File: config.mk
export PLATFORM = sky130hd
export DESIGN_NAME = rlpg_ram
export DESIGN_NICKNAME = d
export VERILOG_FILES = /design/src/rtl/rlpg_ram.sv
export SDC_FILE = /design/constraint.sdc
export NUM_CORES = 1
export LEC_CHECK = 0
export BUFFER_PORTS_ARGS = -buffer_cell sky130_fd_sc_hd__buf_4
export CAP_MARGIN = 0
export CORE_MARGIN = 8
export CORE_UTILIZATION = 30
export CTS_BUF_LIST = sky130_fd_sc_hd__clkbuf_2 sky130_fd_sc_hd__clkbuf_4 sky130_fd_sc_hd__clkbuf_8
export CTS_CLUSTER_DIAMETER = 50
export DETAILED_ROUTE_END_ITERATION = 8
export SYNTH_ARGS = -nofsm -noshare
export SYNTH_HDL_FRONTEND = slang
export SYNTH_SLANG_ARGS = --single-unit
File: constraint.sdc
create_clock -name clk -period 1 [get_ports clk]
set_input_delay 0.05 -clock clk [delete_from_list [all_inputs] [get_ports clk]]
set_output_delay 0.05 -clock clk [all_outputs]
set_load 0.02 [all_outputs]
File: src/rtl/rlpg_ram.sv
// Generic simple dual-port RAM with one write port and a registered read port.
// No dependencies.
`default_nettype none

module rlpg_ram #(
	parameter int WIDTH = 8,
	parameter int DEPTH = 2
) (
	input  wire logic                     clk,
	input  wire logic                     wr_en,
	input  wire logic [$clog2(DEPTH)-1:0] wr_addr,
	input  wire logic [WIDTH-1:0]         wr_data,
	input  wire logic                     rd_en,
	input  wire logic [$clog2(DEPTH)-1:0] rd_addr,
	output logic      [WIDTH-1:0]         rd_data
);

	logic [WIDTH-1:0] mem_q [DEPTH];

	always_ff @(posedge clk) begin
		if (wr_en) begin
			mem_q[wr_addr] <= wr_data;
		end
		if (rd_en) begin
			rd_data <= mem_q[rd_addr];
		end
	end

endmodule

`default_nettype wire

Word-level counts from Yosys, hierarchy flattened
Memories as Yosys holds them, arrays and structs flattened. A register that Yosys moved wholly into a read port is not among the register bits.
Cells that the tools add are included.
{ "word_totals": {"latchBits": 0, "romBits": 0, "reg_bits": 0, "mem_count": 1, "output_inout_bits": 8, "mem_bits_rw": 16, "elab_cells": 3, "inputBits": 13} }
{ "op_classes": {"shifts": 0, "magnitude_cmp": 0, "n_eq_ne": 0, "bitwise_logic": 0, "muxes": 2, "multipliers": 0, "add_sub_neg": 0, "n_div": 0, "n_reduce_logical": 0} }
{ "mem_list": {"columns": ["name", "depth", "width", "read_ports", "rd_ports_with_merged_regs", "write_ports", "line_no", "text"], "rows": [
  ["mem_q", 2, 8, 1, 1, 1, "18", "logic [WIDTH-1:0] mem_q [DEPTH];"]
]} }
{ "ops": {"columns": ["op", "n"], "rows": [
  ["$mux W1", 2]
]} }

Longest topological paths before layout
{ "depth": {"word_depth": 2, "depth_mapped": 2, "ltp_nobuf": 1} }

Least setup slack after synthesis
No wires, ideal clock.
{ "synth_timing": {"kind": "reg-to-reg", "startpoint": "memory mem_q[0][0]", "endpoint": "register rd_data[0] (read register of mem_q) (data pin)", "required_time_ps": 740, "path_slack_ps": 150, "setup_time_ps": 260, "path_stages_with_launch": 2, "path_buffers": 0, "arrival_ps": 590, "period_less_slack_ps": 850, "cell_sequence": "edfxtp_1 > mux2_4"} }
{ "synth_lines": {"columns": ["item", "line_no", "text"], "rows": [
  ["from (decl)", "18", null],
  ["to (decl)", "15", "output logic [WIDTH-1:0] rd_data"]
]} }
No word-level cell between the ends.

Worst setup path in the final report
{ "layout_timing": {"startpoint": "memory mem_q[0][6]", "endpoint": "register rd_data[6] (read register of mem_q) (data pin)"} }
No word-level cell between the ends.

==> qor.yml <==
ff_latch_area_um2: 721
p_int_uw: 1450
critPathBufInv: 0
antenna_found_initial: 0
clkSinkCount: 24
n_fill_cell: 247
tritoncts: "yes"
final_cell_mix: "edfxtp_1 (24), buf_4 (21), mux2_4 (8), dlygate4sd3_1 (8), clkbuf_4 (3)"
crit_arrival_ps: 950
dieArea_um2: 4860
dr.pass1.iters: 2
vias: 409
rsz0062_at_grt: "no"
syn_nets: 48
max_freq_mhz: 1110
syn-cell-area_um2: 865
core.rowCount: 19
cts_max_level: 1
diodes: 0
cap_violations: 0
pwr-share-seq: 0.672
gr-total-overflow: 0
ys_seq_area_frac: 0.834
min_path_type: "in -> reg"
grt_pass1_vias: 460
cp-end-kind: "register"
finalMaxSlewViolations: 0
syn_inst: 35
viasPerCell: 4.22
routedWlPerCell_um: 12.9
fin_tns_setup_ps: 0
relSlewSlack: 0.735
fp.dieW_um: 69.7
tightest_slew_ps: 398
path_depth: 1
switching_share: 0.189
cp_slowest_cell: "edfxtp_1"
yosys.area_share.simple: 0.0145
fin_nets: 81
start_util: 0.314
yosys_warnings: 0
postRouteAntennaNets: 0
synth_cell_types: 5
skew_ps: 5.62
min_from: "rd_en"
grt_usage: 0.0542
synth_adder_area_share: 0
final_common_cell: "edfxtp_1"
crit_type: "reg -> reg"
p_switching_uw: 338
final_layout_size_suffix_gt1_frac: 0.485
crit_path_cell_trace: "mux2_4"
combPwrFrac: 0.119
coreArea_um2: 2760
grt_pass1_wl_um: 2060
critical_path.top_delay_family: "flip-flops"
multi_input_area_um2: 133
first_iter_violations: 7
routabilityCongestion: 0.631
grt_max_degree: 13
synth_compound_area_frac: 0
ctsRootBufferMaster: "clkbuf_4"
pwr-share-clk: 0.209
cts_buffers: 3
syn_to_final_growth_pct: 33.3
required_ps: 1050
worstHoldPathCells: 1
whs_ps: 35.1
cp_max_fo: 1
fin_crit_sh: 0.898
numPortBuffers: 20
clkLatencyLatePin_ps: 290
peakVddDrop_uv: 763
synth_top_family_by_area: "multiplexers"
r2r_start: "mem_q[0][6]"
startpoint: "mem_q[0][6]"
ys_ff_latch: 24
startpoint_type: "register"
status: "finished, final reports clean"
post_cts_resized: 0
cts_max_path_buffers: 2
crit_path_max_incr_delay_ps: 390
hold_viol: 0
synth.avg_cell_area_um2: 24.7
drc: 0
synthMuxAreaShare: 0.139
p_leak_uw: 0.000447
io_pins: 21
final.min_clock_period_ps: 898
powerDensity_nw_per_um2: 1550
dp.cells: 86
wirelength_um: 1250
setup_violations: 0
layoutNonFillerInstCount: 97
clk_pin_slew_ps: 110
ff2ff_path_depth: 1
synth_xor_area_frac: 0
die_h_um: 69.7
==> per-stage QoR <==
stage / power [uW] / instance area (um2) / worst slack, ps / util
floorplan: 1330 / 865 / 150 / -
global placement: 1410 / 1050 / 136 / 0.381
detailed placement: 1420 / 1050 / 108 / 0.381
CTS: 1810 / 1150 / 96.6 / 0.418
global route: 1870 / 1150 / 54.5 / 0.418
finish: 1790 / 1150 / 102 / 0.418
==> timing repair <==
item,in CTS,in global routing
buffers inserted,0,0
hold endpoints to repair,16,0
hold buffers,8,0
==> registers in the layout, indices dropped and copies added (netlist names) <==
register and count:
mem_q 16, rd_data 8
==> cells in the mapped netlist <==
cell	n	share of area
and2_1	1	0.0072
buf_6	1	0.013
nor2b_1	1	0.0072
mux2_4	8	0.14
edfxtp_1	24	0.83
==> final cells by class <==
cell class | instances | share of cell area
tap | 31 | 0.0337
sequential | 24 | 0.625
clock buffer | 3 | 0.0195
multi-input combinational | 10 | 0.115
timing repair buffer | 29 | 0.206
==> metal layers <==
layer  GRT usage  share of wire  wire length (um)
met4      0.0268          0.010                13
met5           0              0                 0
met3      0.0243          0.075                94
met2      0.0891           0.46               574
met1      0.0575           0.45               565
==> final timing paths <==
check,to,slack [ps]
setup reg to reg,rd_data[6],100
setup / recovery,rd_data[6],100
hold / removal,rd_data[2],40
hold reg to reg,rd_data[3],560
==> power by group through the flow <==
stage	combinational [uW]	sequential (uW)	clock, uW
6_report	213	1200	374
3_3_place_gp	188	1230	0
5_1_grt	231	1210	425
4_1_cts	217	1200	386
2_1_floorplan	68.8	1260	0
3_5_place_dp	192	1230	0
==> logic make-up after synthesis <==
family	Yosys count
flip-flops	24
multiplexers	8
AND/OR/NAND/NOR	2
buffers and inverters	1
(Power assumes the default switching activity.)
