File: src/rtl/rlpg_pkg.sv
// Shared types, constants and weight functions for the RGB LED pattern generator.
// No dependencies; every other file of the block but rlpg_ram imports this package.
`default_nettype none

package rlpg_pkg;

	localparam int STEP_COUNT  = 32;
	localparam int STEP_BITS   = $clog2(STEP_COUNT);
	localparam int PHASE_BITS  = 8;
	localparam int RAMP_STEP   = 256 / STEP_COUNT;
	localparam int CHANNELS    = 3;

	// Request buffer: two slots, so one request can wait while another plays.
	localparam int REQ_SLOTS   = 2;
	localparam int SLOT_BITS   = $clog2(REQ_SLOTS);

	localparam int IN_TDATA_W  = 80;
	localparam int IN_TUSER_W  = 3;
	localparam int OUT_TDATA_W = 56;

	localparam logic [2:0] MODE_CONST     = 3'd0;
	localparam logic [2:0] MODE_WAVE_FALL = 3'd1;
	localparam logic [2:0] MODE_WAVE_RISE = 3'd2;
	localparam logic [2:0] MODE_RAMP_UP   = 3'd3;
	localparam logic [2:0] MODE_RAMP_DOWN = 3'd4;

	localparam logic [8:0]            FULL_WEIGHT = 9'd256;
	localparam logic [PHASE_BITS-1:0] HALF_TURN   = PHASE_BITS'(128);
	localparam logic [7:0]            DELAY_MAX   = 8'hFF;

	typedef struct packed {
		logic [2:0]            mode;
		logic [7:0]            color_red;
		logic [7:0]            color_green;
		logic [7:0]            color_blue;
		logic [PHASE_BITS-1:0] red_phase;
		logic [PHASE_BITS-1:0] green_phase;
		logic [PHASE_BITS-1:0] blue_phase;
		logic [11:0]           step_delay;
		logic [11:0]           repeat_delay;
		logic [7:0]            smoothing;
	} req_t;

	typedef struct packed {
		logic                 valid;
		logic [STEP_BITS-1:0] step;
		logic                 last;
	} step_ctrl_t;

	typedef struct packed {
		logic [STEP_BITS-1:0] step_index;
		logic [7:0]           red_value;
		logic [7:0]           green_value;
		logic [7:0]           blue_value;
		logic [7:0]           delay_byte;
		logic [7:0]           loop_delay_byte;
		logic [7:0]           smooth_byte;
		logic                 last_step;
	} res_t;

	// round(128 * cos(k * pi / 128)) for k = 0..64.
	function automatic logic [7:0] quarter_cos(input logic [6:0] k);
		logic [7:0] v;
		case (k)
			7'd0, 7'd1, 7'd2, 7'd3: v = 8'd128;
			7'd4, 7'd5, 7'd6:       v = 8'd127;
			7'd7, 7'd8:             v = 8'd126;
			7'd9:  v = 8'd125;  7'd10: v = 8'd124;  7'd11: v = 8'd123;
			7'd12, 7'd13:           v = 8'd122;
			7'd14: v = 8'd121;  7'd15: v = 8'd119;  7'd16: v = 8'd118;
			7'd17: v = 8'd117;  7'd18: v = 8'd116;  7'd19: v = 8'd114;
			7'd20: v = 8'd113;  7'd21: v = 8'd111;  7'd22: v = 8'd110;
			7'd23: v = 8'd108;  7'd24: v = 8'd106;  7'd25: v = 8'd105;
			7'd26: v = 8'd103;  7'd27: v = 8'd101;  7'd28: v = 8'd99;
			7'd29: v = 8'd97;   7'd30: v = 8'd95;   7'd31: v = 8'd93;
			7'd32: v = 8'd91;   7'd33: v = 8'd88;   7'd34: v = 8'd86;
			7'd35: v = 8'd84;   7'd36: v = 8'd81;   7'd37: v = 8'd79;
			7'd38: v = 8'd76;   7'd39: v = 8'd74;   7'd40: v = 8'd71;
			7'd41: v = 8'd68;   7'd42: v = 8'd66;   7'd43: v = 8'd63;
			7'd44: v = 8'd60;   7'd45: v = 8'd58;   7'd46: v = 8'd55;
			7'd47: v = 8'd52;   7'd48: v = 8'd49;   7'd49: v = 8'd46;
			7'd50: v = 8'd43;   7'd51: v = 8'd40;   7'd52: v = 8'd37;
			7'd53: v = 8'd34;   7'd54: v = 8'd31;   7'd55: v = 8'd28;
			7'd56: v = 8'd25;   7'd57: v = 8'd22;   7'd58: v = 8'd19;
			7'd59: v = 8'd16;   7'd60: v = 8'd13;   7'd61: v = 8'd9;
			7'd62: v = 8'd6;    7'd63: v = 8'd3;
			default: v = 8'd0;
		endcase
		return v;
	endfunction

	// round(i * 256 / 31) mod 256: the wave phase of each step.
	function automatic logic [PHASE_BITS-1:0] wave_base(input logic [STEP_BITS-1:0] i);
		logic [7:0] v;
		case (i)
			5'd0:  v = 8'd0;    5'd1:  v = 8'd8;    5'd2:  v = 8'd17;   5'd3:  v = 8'd25;
			5'd4:  v = 8'd33;   5'd5:  v = 8'd41;   5'd6:  v = 8'd50;   5'd7:  v = 8'd58;
			5'd8:  v = 8'd66;   5'd9:  v = 8'd74;   5'd10: v = 8'd83;   5'd11: v = 8'd91;
			5'd12: v = 8'd99;   5'd13: v = 8'd107;  5'd14: v = 8'd116;  5'd15: v = 8'd124;
			5'd16: v = 8'd132;  5'd17: v = 8'd140;  5'd18: v = 8'd149;  5'd19: v = 8'd157;
			5'd20: v = 8'd165;  5'd21: v = 8'd173;  5'd22: v = 8'd182;  5'd23: v = 8'd190;
			5'd24: v = 8'd198;  5'd25: v = 8'd206;  5'd26: v = 8'd215;  5'd27: v = 8'd223;
			5'd28: v = 8'd231;  5'd29: v = 8'd239;  5'd30: v = 8'd248;
			default: v = 8'd0;
		endcase
		return PHASE_BITS'(v);
	endfunction

	// (cos + 1) / 2 scaled to 0..256, unfolded from the quarter wave.
	function automatic logic [8:0] wave_weight(input logic [PHASE_BITS-1:0] p);
		logic [8:0] pw;
		logic [8:0] diff;
		logic [8:0] w;
		pw = 9'(p);
		if (pw <= 9'd64) begin
			w = 9'd128 + 9'(quarter_cos(pw[6:0]));
		end else if (pw <= 9'd128) begin
			diff = 9'd128 - pw;
			w = 9'd128 - 9'(quarter_cos(diff[6:0]));
		end else if (pw <= 9'd192) begin
			diff = pw - 9'd128;
			w = 9'd128 - 9'(quarter_cos(diff[6:0]));
		end else begin
			diff = 9'd256 - pw;
			w = 9'd128 + 9'(quarter_cos(diff[6:0]));
		end
		return w;
	endfunction

	function automatic logic [8:0] channel_weight(input logic [2:0] mode,
			input logic [STEP_BITS-1:0] i, input logic [PHASE_BITS-1:0] shift);
		logic [PHASE_BITS-1:0] p;
		logic [PHASE_BITS-1:0] ramp;
		logic [8:0] w;
		p    = wave_base(i) + shift;
		ramp = PHASE_BITS'(i) * PHASE_BITS'(RAMP_STEP) + shift;
		case (mode)
			MODE_WAVE_FALL: w = wave_weight(p);
			MODE_WAVE_RISE: w = wave_weight(p + HALF_TURN);
			MODE_RAMP_UP:   w = 9'(ramp);
			MODE_RAMP_DOWN: w = FULL_WEIGHT - 9'(ramp);
			default:        w = FULL_WEIGHT;
		endcase
		return w;
	endfunction

endpackage

`default_nettype wire

File: src/rtl/rlpg_sequencer.sv
// Request slot bookkeeping and step counter; issues one buffer read per step.
// Depends on rlpg_pkg.
`default_nettype none

module rlpg_sequencer (
	input  wire logic                          clk,
	input  wire logic                          arst_n,
	input  wire logic                          in_accept,
	input  wire logic                          advance,
	output logic                               in_ready,
	output logic [rlpg_pkg::SLOT_BITS-1:0]     wr_addr,
	output logic                               rd_en,
	output logic [rlpg_pkg::SLOT_BITS-1:0]     rd_addr,
	output rlpg_pkg::step_ctrl_t               ctrl_s1
);
	import rlpg_pkg::*;

	localparam logic [SLOT_BITS:0]     SLOTS_FULL = (SLOT_BITS+1)'(REQ_SLOTS);
	localparam logic [SLOT_BITS-1:0]   LAST_SLOT  = SLOT_BITS'(REQ_SLOTS - 1);
	localparam logic [STEP_BITS-1:0]   LAST_STEP  = STEP_BITS'(STEP_COUNT - 1);

	logic [SLOT_BITS:0]   count_q;
	logic [SLOT_BITS-1:0] wr_ptr_q;
	logic [SLOT_BITS-1:0] rd_ptr_q;
	logic [STEP_BITS-1:0] step_q;
	logic                 issue;
	logic                 at_last;
	logic                 release_slot;

	assign in_ready     = (count_q != SLOTS_FULL);
	assign issue        = advance && (count_q != '0);
	assign at_last      = (step_q == LAST_STEP);
	assign release_slot = issue && at_last;
	assign wr_addr      = wr_ptr_q;
	assign rd_addr      = rd_ptr_q;
	assign rd_en        = advance;

	always_ff @(posedge clk or negedge arst_n) begin
		if (!arst_n) begin
			count_q       <= '0;
			wr_ptr_q      <= '0;
			rd_ptr_q      <= '0;
			step_q        <= '0;
			ctrl_s1.valid <= 1'b0;
			ctrl_s1.step  <= '0;
			ctrl_s1.last  <= 1'b0;
		end else begin
			count_q <= count_q + (SLOT_BITS+1)'(in_accept) - (SLOT_BITS+1)'(release_slot);
			if (in_accept) begin
				wr_ptr_q <= (wr_ptr_q == LAST_SLOT) ? '0 : wr_ptr_q + SLOT_BITS'(1);
			end
			if (release_slot) begin
				rd_ptr_q <= (rd_ptr_q == LAST_SLOT) ? '0 : rd_ptr_q + SLOT_BITS'(1);
			end
			if (issue) begin
				step_q <= at_last ? '0 : step_q + STEP_BITS'(1);
			end
			if (advance) begin
				ctrl_s1.valid <= issue;
				ctrl_s1.step  <= step_q;
				ctrl_s1.last  <= at_last;
			end
		end
	end

endmodule

`default_nettype wire

File: config.mk
export PLATFORM = sky130hd
export DESIGN_NAME = rlpg_sequencer
export DESIGN_NICKNAME = d
export VERILOG_FILES = /design/src/rtl/rlpg_pkg.sv /design/src/rtl/rlpg_sequencer.sv
export SDC_FILE = /design/constraint.sdc
export NUM_CORES = 1
export LEC_CHECK = 0
export ABC_AREA = 0
export BUFFER_PORTS_ARGS = -buffer_cell sky130_fd_sc_hd__buf_2
export CAP_MARGIN = 0
export CORE_MARGIN = 2
export CORE_UTILIZATION = 45
export DETAILED_ROUTE_END_ITERATION = 8
export HOLD_SLACK_MARGIN = 0.02
export PLACE_DENSITY_LB_ADDON = 0.08
export SYNTH_ARGS = -nofsm -noshare
export SYNTH_HDL_FRONTEND = slang
export SYNTH_SLANG_ARGS = --single-unit
File: constraint.sdc
create_clock -name clk -period 2.8 [get_ports clk]
set_input_delay 0.28 -clock clk [delete_from_list [all_inputs] [get_ports clk]]
set_output_delay 0.28 -clock clk [all_outputs]
set_load 0.01 [all_outputs]
# Word level (Yosys, flattened, before mapping)
# Cells that the tools add are included.
# W data, S select, Z words.
# classes
reduce_logical	3
add_sub_neg	5
n_eq_ne	2
muxes	3
# op_table
op	count
$add A5 B1 Y5 const B	1
$eq A5 B5 Y1 const B	1
$mux W5	1
$add A1 B1 Y1 const B	2
$add A2 B1 Y2	1
$logic_and A1 B1 Y1	2
$mux W1	2
$ne A2 B2 Y1 const B	1
$reduce_bool A2 Y1	1
$sub A2 B1 Y2	1
# totals
regBits	16
in_bits	4

# Logic depth before layout (Yosys ltp)
# depth
depth_word	4
ltp_mapped	10
depth_no_buf	10

# Worst setup path before layout
# OpenSTA, ideal clock, no wires.
# synth_path
path_kind	register to register
startpoint	register step_q[0]
endpoint	register count_q[1]
period_less_slack_ns	1.997
required_time_ns	2.677
n_path_buf	0
path_slack_ns	0.803
path_stages_with_launch	11
arrival_time_ns	1.874
cell_sequence	dfrtp_1 ha_1 and3_1 ha_1 inv_1 nor2_2 ha_1 inv_1 ha_1 xnor2_1 xnor2_1
# synth_between
elab_chain_cells	3
# synth_rtl
item	line_no	rtl
from (decl)	rlpg_sequencer.sv:25	logic [STEP_BITS-1:0] step_q;
from (signal assigned)	rlpg_sequencer.sv:56	step_q <= at_last ? '0 : step_q + STEP_BITS'(1);
$eq A5 B5 Y1	rlpg_sequencer.sv:32	assign at_last = (step_q == LAST_STEP);
named net at_last	rlpg_sequencer.sv:27	logic at_last;
$logic_and A1 B1 Y1	rlpg_sequencer.sv:33	assign release_slot = issue && at_last;
named net release_slot	rlpg_sequencer.sv:28	logic release_slot;
$sub A2 B1 Y2	rlpg_sequencer.sv:48	count_q <= count_q + (SLOT_BITS+1)'(in_accept) - (SLOT_BITS+1)'(release_slot);
to (signal assigned)	rlpg_sequencer.sv:48	
to (decl)	rlpg_sequencer.sv:22	logic [SLOT_BITS:0] count_q;
# The timed path passes the listed nets, and every way through them passes these cells.
# A chain may end at the register's enable or synchronous reset.

# Worst setup path in the final report
# Ends and elaborated chain as after synthesis.

==> flow_summary.yaml <==
routing:
  drc: 0
  drtIter0Drc: 2
  wirelength_um: 1030
  highest_layer: "met3"
  drt_pass1_iterations: 2
  viasPerCell: 5.35
  ant_nets: 0
  wl_met1_um: 437
  met3_length_um: 79
  wl_per_cell_um: 11.7
  vias: 471
  met2_length_um: 515
sta:
  final-setup-viol-count: 0
  tns_ps: 0
  grt_setup_unrepaired: "no"
  fin_crit_sh: 0.772
  timing.slew.headroom: 0.725
  slew_viol_final: 0
  finalHoldViolations: 0
  tightest_slew_ps: 413
  fin_skew_ps: 3.73
  fmax_ghz: 0.463
  period_needed_ps: 2160
setup_path:
  crit_arrival_ps: 2370
  crit_slowest_cell: "dfrtp_1"
  crit_required_ps: 3010
  cp_max_fo: 7
  critPathKind: "register to register"
  cp_cell_sequence: "ha_1 -> and3_1 -> ha_1 -> inv_1 -> nor2_2 -> ha_1 -> inv_1 -> ha_1 -> xnor2_1 -> xnor2_1"
  max_stage_delay_ps: 440
  crit_top_cell: "ha_1"
  cp-start-kind: "register"
  worstSetupEndpointType: "register"
clock_network:
  cts_root_buffer: "clkbuf_4"
  tritoncts: "done"
  cts_sinks: 16
  htreeDepth: 1
  cts.clk_slew.worst_paths_ps: 90
  postCtsSetupBuffers: 0
  clk_latency_ps: 280
  cts_buffer_depth: 2
  cts_buffers: 3
synthesis:
  yosysUniqueCellTypes: 21
  yosysTopAreaCell: "dfrtp_1"
  synthMostInstantiatedCell: "dfrtp_1"
  synthesis.area_um2: 706
  ys_async_sr_fraction: 1.00
  synth-edff-count: 0
  syn_nets: 64
  synthCells: 56
  synth_top_area_frac: 0.567
  yosys_warnings: 0
  synth_area_leaders: "dfrtp_1 (57%), mux2_2 (11%), ha_1 (7.1%)"
  synth_seq_area_share: 0.567
  avgSynthCellArea_um2: 12.6
  ys.flop_type: "dfrtp_1"
  synth_commonest_cells: "dfrtp_1 (16), mux2_2 (7)"
  ys_ff_latch: 16
placed_design:
  port_buffers: 14
  hpwl_um: 760
  place_congestion: 0.664
grt:
  grt_pass1_vias: 445
  grt_usage: 0.139
  antenna_found_initial: 0
  grt_remaining_overflow: 0
  grt_pass1_wl_um: 1870
  grt_max_degree: 17
floorplan:
  start_util: 0.474
  chipWidth_um: 43.6
  die-area_mm2: 0.00190
  io_pins: 15
  num_rows: 14
  core_mm2: 0.00149
  die_h_um: 43.6
cells_and_area:
  fill_cells: 138
  fin_util: 0.550
  multi_input_area_um2: 267
  drive_above_1_share: 0.375
  nets: 81
  regArea_um2: 400
  areaGrowthSynthToFinish_pct: 16.0
  n_antenna_cell: 0
pwr:
  ir_drop_mv: 0.583
  power-per-cell-area_mw_per_mm2: 991
  p_leak_nw: 0.429
min_path:
  hp-class: "input pin to register"
flow_run:
  drv_cap: 0
status:
  status: "complete, no violations"
sequential cells by signal (all words and copies together) (netlist names):
name and flops:
ctrl_s1 7, step_q 5, count_q 2, rd_addr 1
wr_addr 1
placed cells by master (no fill, tap or decap):
| cell | synthesis | final |
|---|---|---|
| buf_2 | 1 | 14 |
| dlygate4sd3_1 | 0 | 1 |
| nor2_2 | 1 | 1 |
| or4b_1 | 1 | 1 |
| nor3_1 | 1 | 1 |
| o21ai_0 | 4 | 4 |
| a31oi_1 | 1 | 1 |
| nor2_1 | 1 | 1 |
| a21o_1 | 1 | 1 |
| o21ai_2 | 1 | 1 |
| inv_1 | 4 | 4 |
| dfrtp_1 | 16 | 16 |
| clkbuf_8 | 0 | 1 |
| nand2_1 | 4 | 4 |
| clkbuf_4 | 0 | 3 |
| xnor2_1 | 2 | 2 |
| o41ai_1 | 1 | 1 |
| and3_1 | 1 | 1 |
| nand3_1 | 1 | 1 |
| ha_1 | 4 | 4 |
| xor2_1 | 2 | 2 |
| mux2_2 | 7 | 7 |
critical path, delay by kind of cell (launching register included):
kind | cells | cell delay [ps]
XOR/XNOR | 2 | 300
flip-flops | 1 | 440
adder cells (fa/ha/maj) | 4 | 950
buffers and inverters | 2 | 150
AND/OR/NAND/NOR | 2 | 250
layout make-up:
| cell class | count | area share |
|---|---|---|
| multi-input combinational | 33 | 0.326 |
| clock buffer | 4 | 0.0443 |
| timing repair buffer | 15 | 0.0979 |
| sequential | 16 | 0.489 |
| tap | 16 | 0.0245 |
| inverter | 4 | 0.0183 |
worst paths after layout:
check                                      start                      to  slack, ps  cells past startpoint
hold / removal                         in_accept     wr_addr$_DFFE_PN0P_        190                      2
setup reg to reg           step_q[0]$_DFFE_PN0P_    count_q[1]$_DFF_PN0_        640                     10
max in group asynchronous                 arst_n   step_q[1]$_DFFE_PN0P_       2110                      2
setup / recovery           step_q[0]$_DFFE_PN0P_    count_q[1]$_DFF_PN0_        640                     10
hold reg to reg              wr_addr$_DFFE_PN0P_     wr_addr$_DFFE_PN0P_        470                      1
min in group asynchronous                 arst_n  ctrl_s1[4]$_DFFE_PN0P_        430                      2
metal layers:
metal,vias to the layer above,GRT usage
li1,227,-
met1,231,0.152
met2,13,0.241
met3,0,0.0792
met4,0,0.0182
met5,-,0
cells by family after synthesis:
logic type / Yosys count / synth area share
flops: 16 / 0.567
simple gates: 10 / 0.0727
compound gates: 8 / 0.0727
buf+inv: 7 / 0.0550
mux: 7 / 0.112
xor+xnor: 4 / 0.0497
fa+ha+maj: 4 / 0.0709
repair_timing:
item,in CTS,in global routing
hold buffers,1,0
resized for setup,0,0
endpoints found under the hold margin,16,0
report_power, final:
part / switching [mW] / internal [mW] / total [mW]
sequential: 0.0725 / 0.328 / 0.400
clock: 0.0693 / 0.0791 / 0.148
combinational: 0.127 / 0.135 / 0.262
total: 0.269 / 0.542 / 0.811
through the flow:
stage / cell area [um2] / power (mW) / hold slack, ps / instances / setup slack, ps
floorplan: 706 / 0.580 / -15.6 / 56 / 803
global placement: 772 / 0.669 / 208 / 83 / 646
detailed placement: 772 / 0.675 / 212 / 83 / 657
CTS: 818 / 0.830 / 174 / 88 / 621
global route: 818 / 0.897 / 166 / 88 / 466
finish: 818 / 0.811 / 190 / 88 / 640
Note: power is estimated with default switching activity, not from simulation.
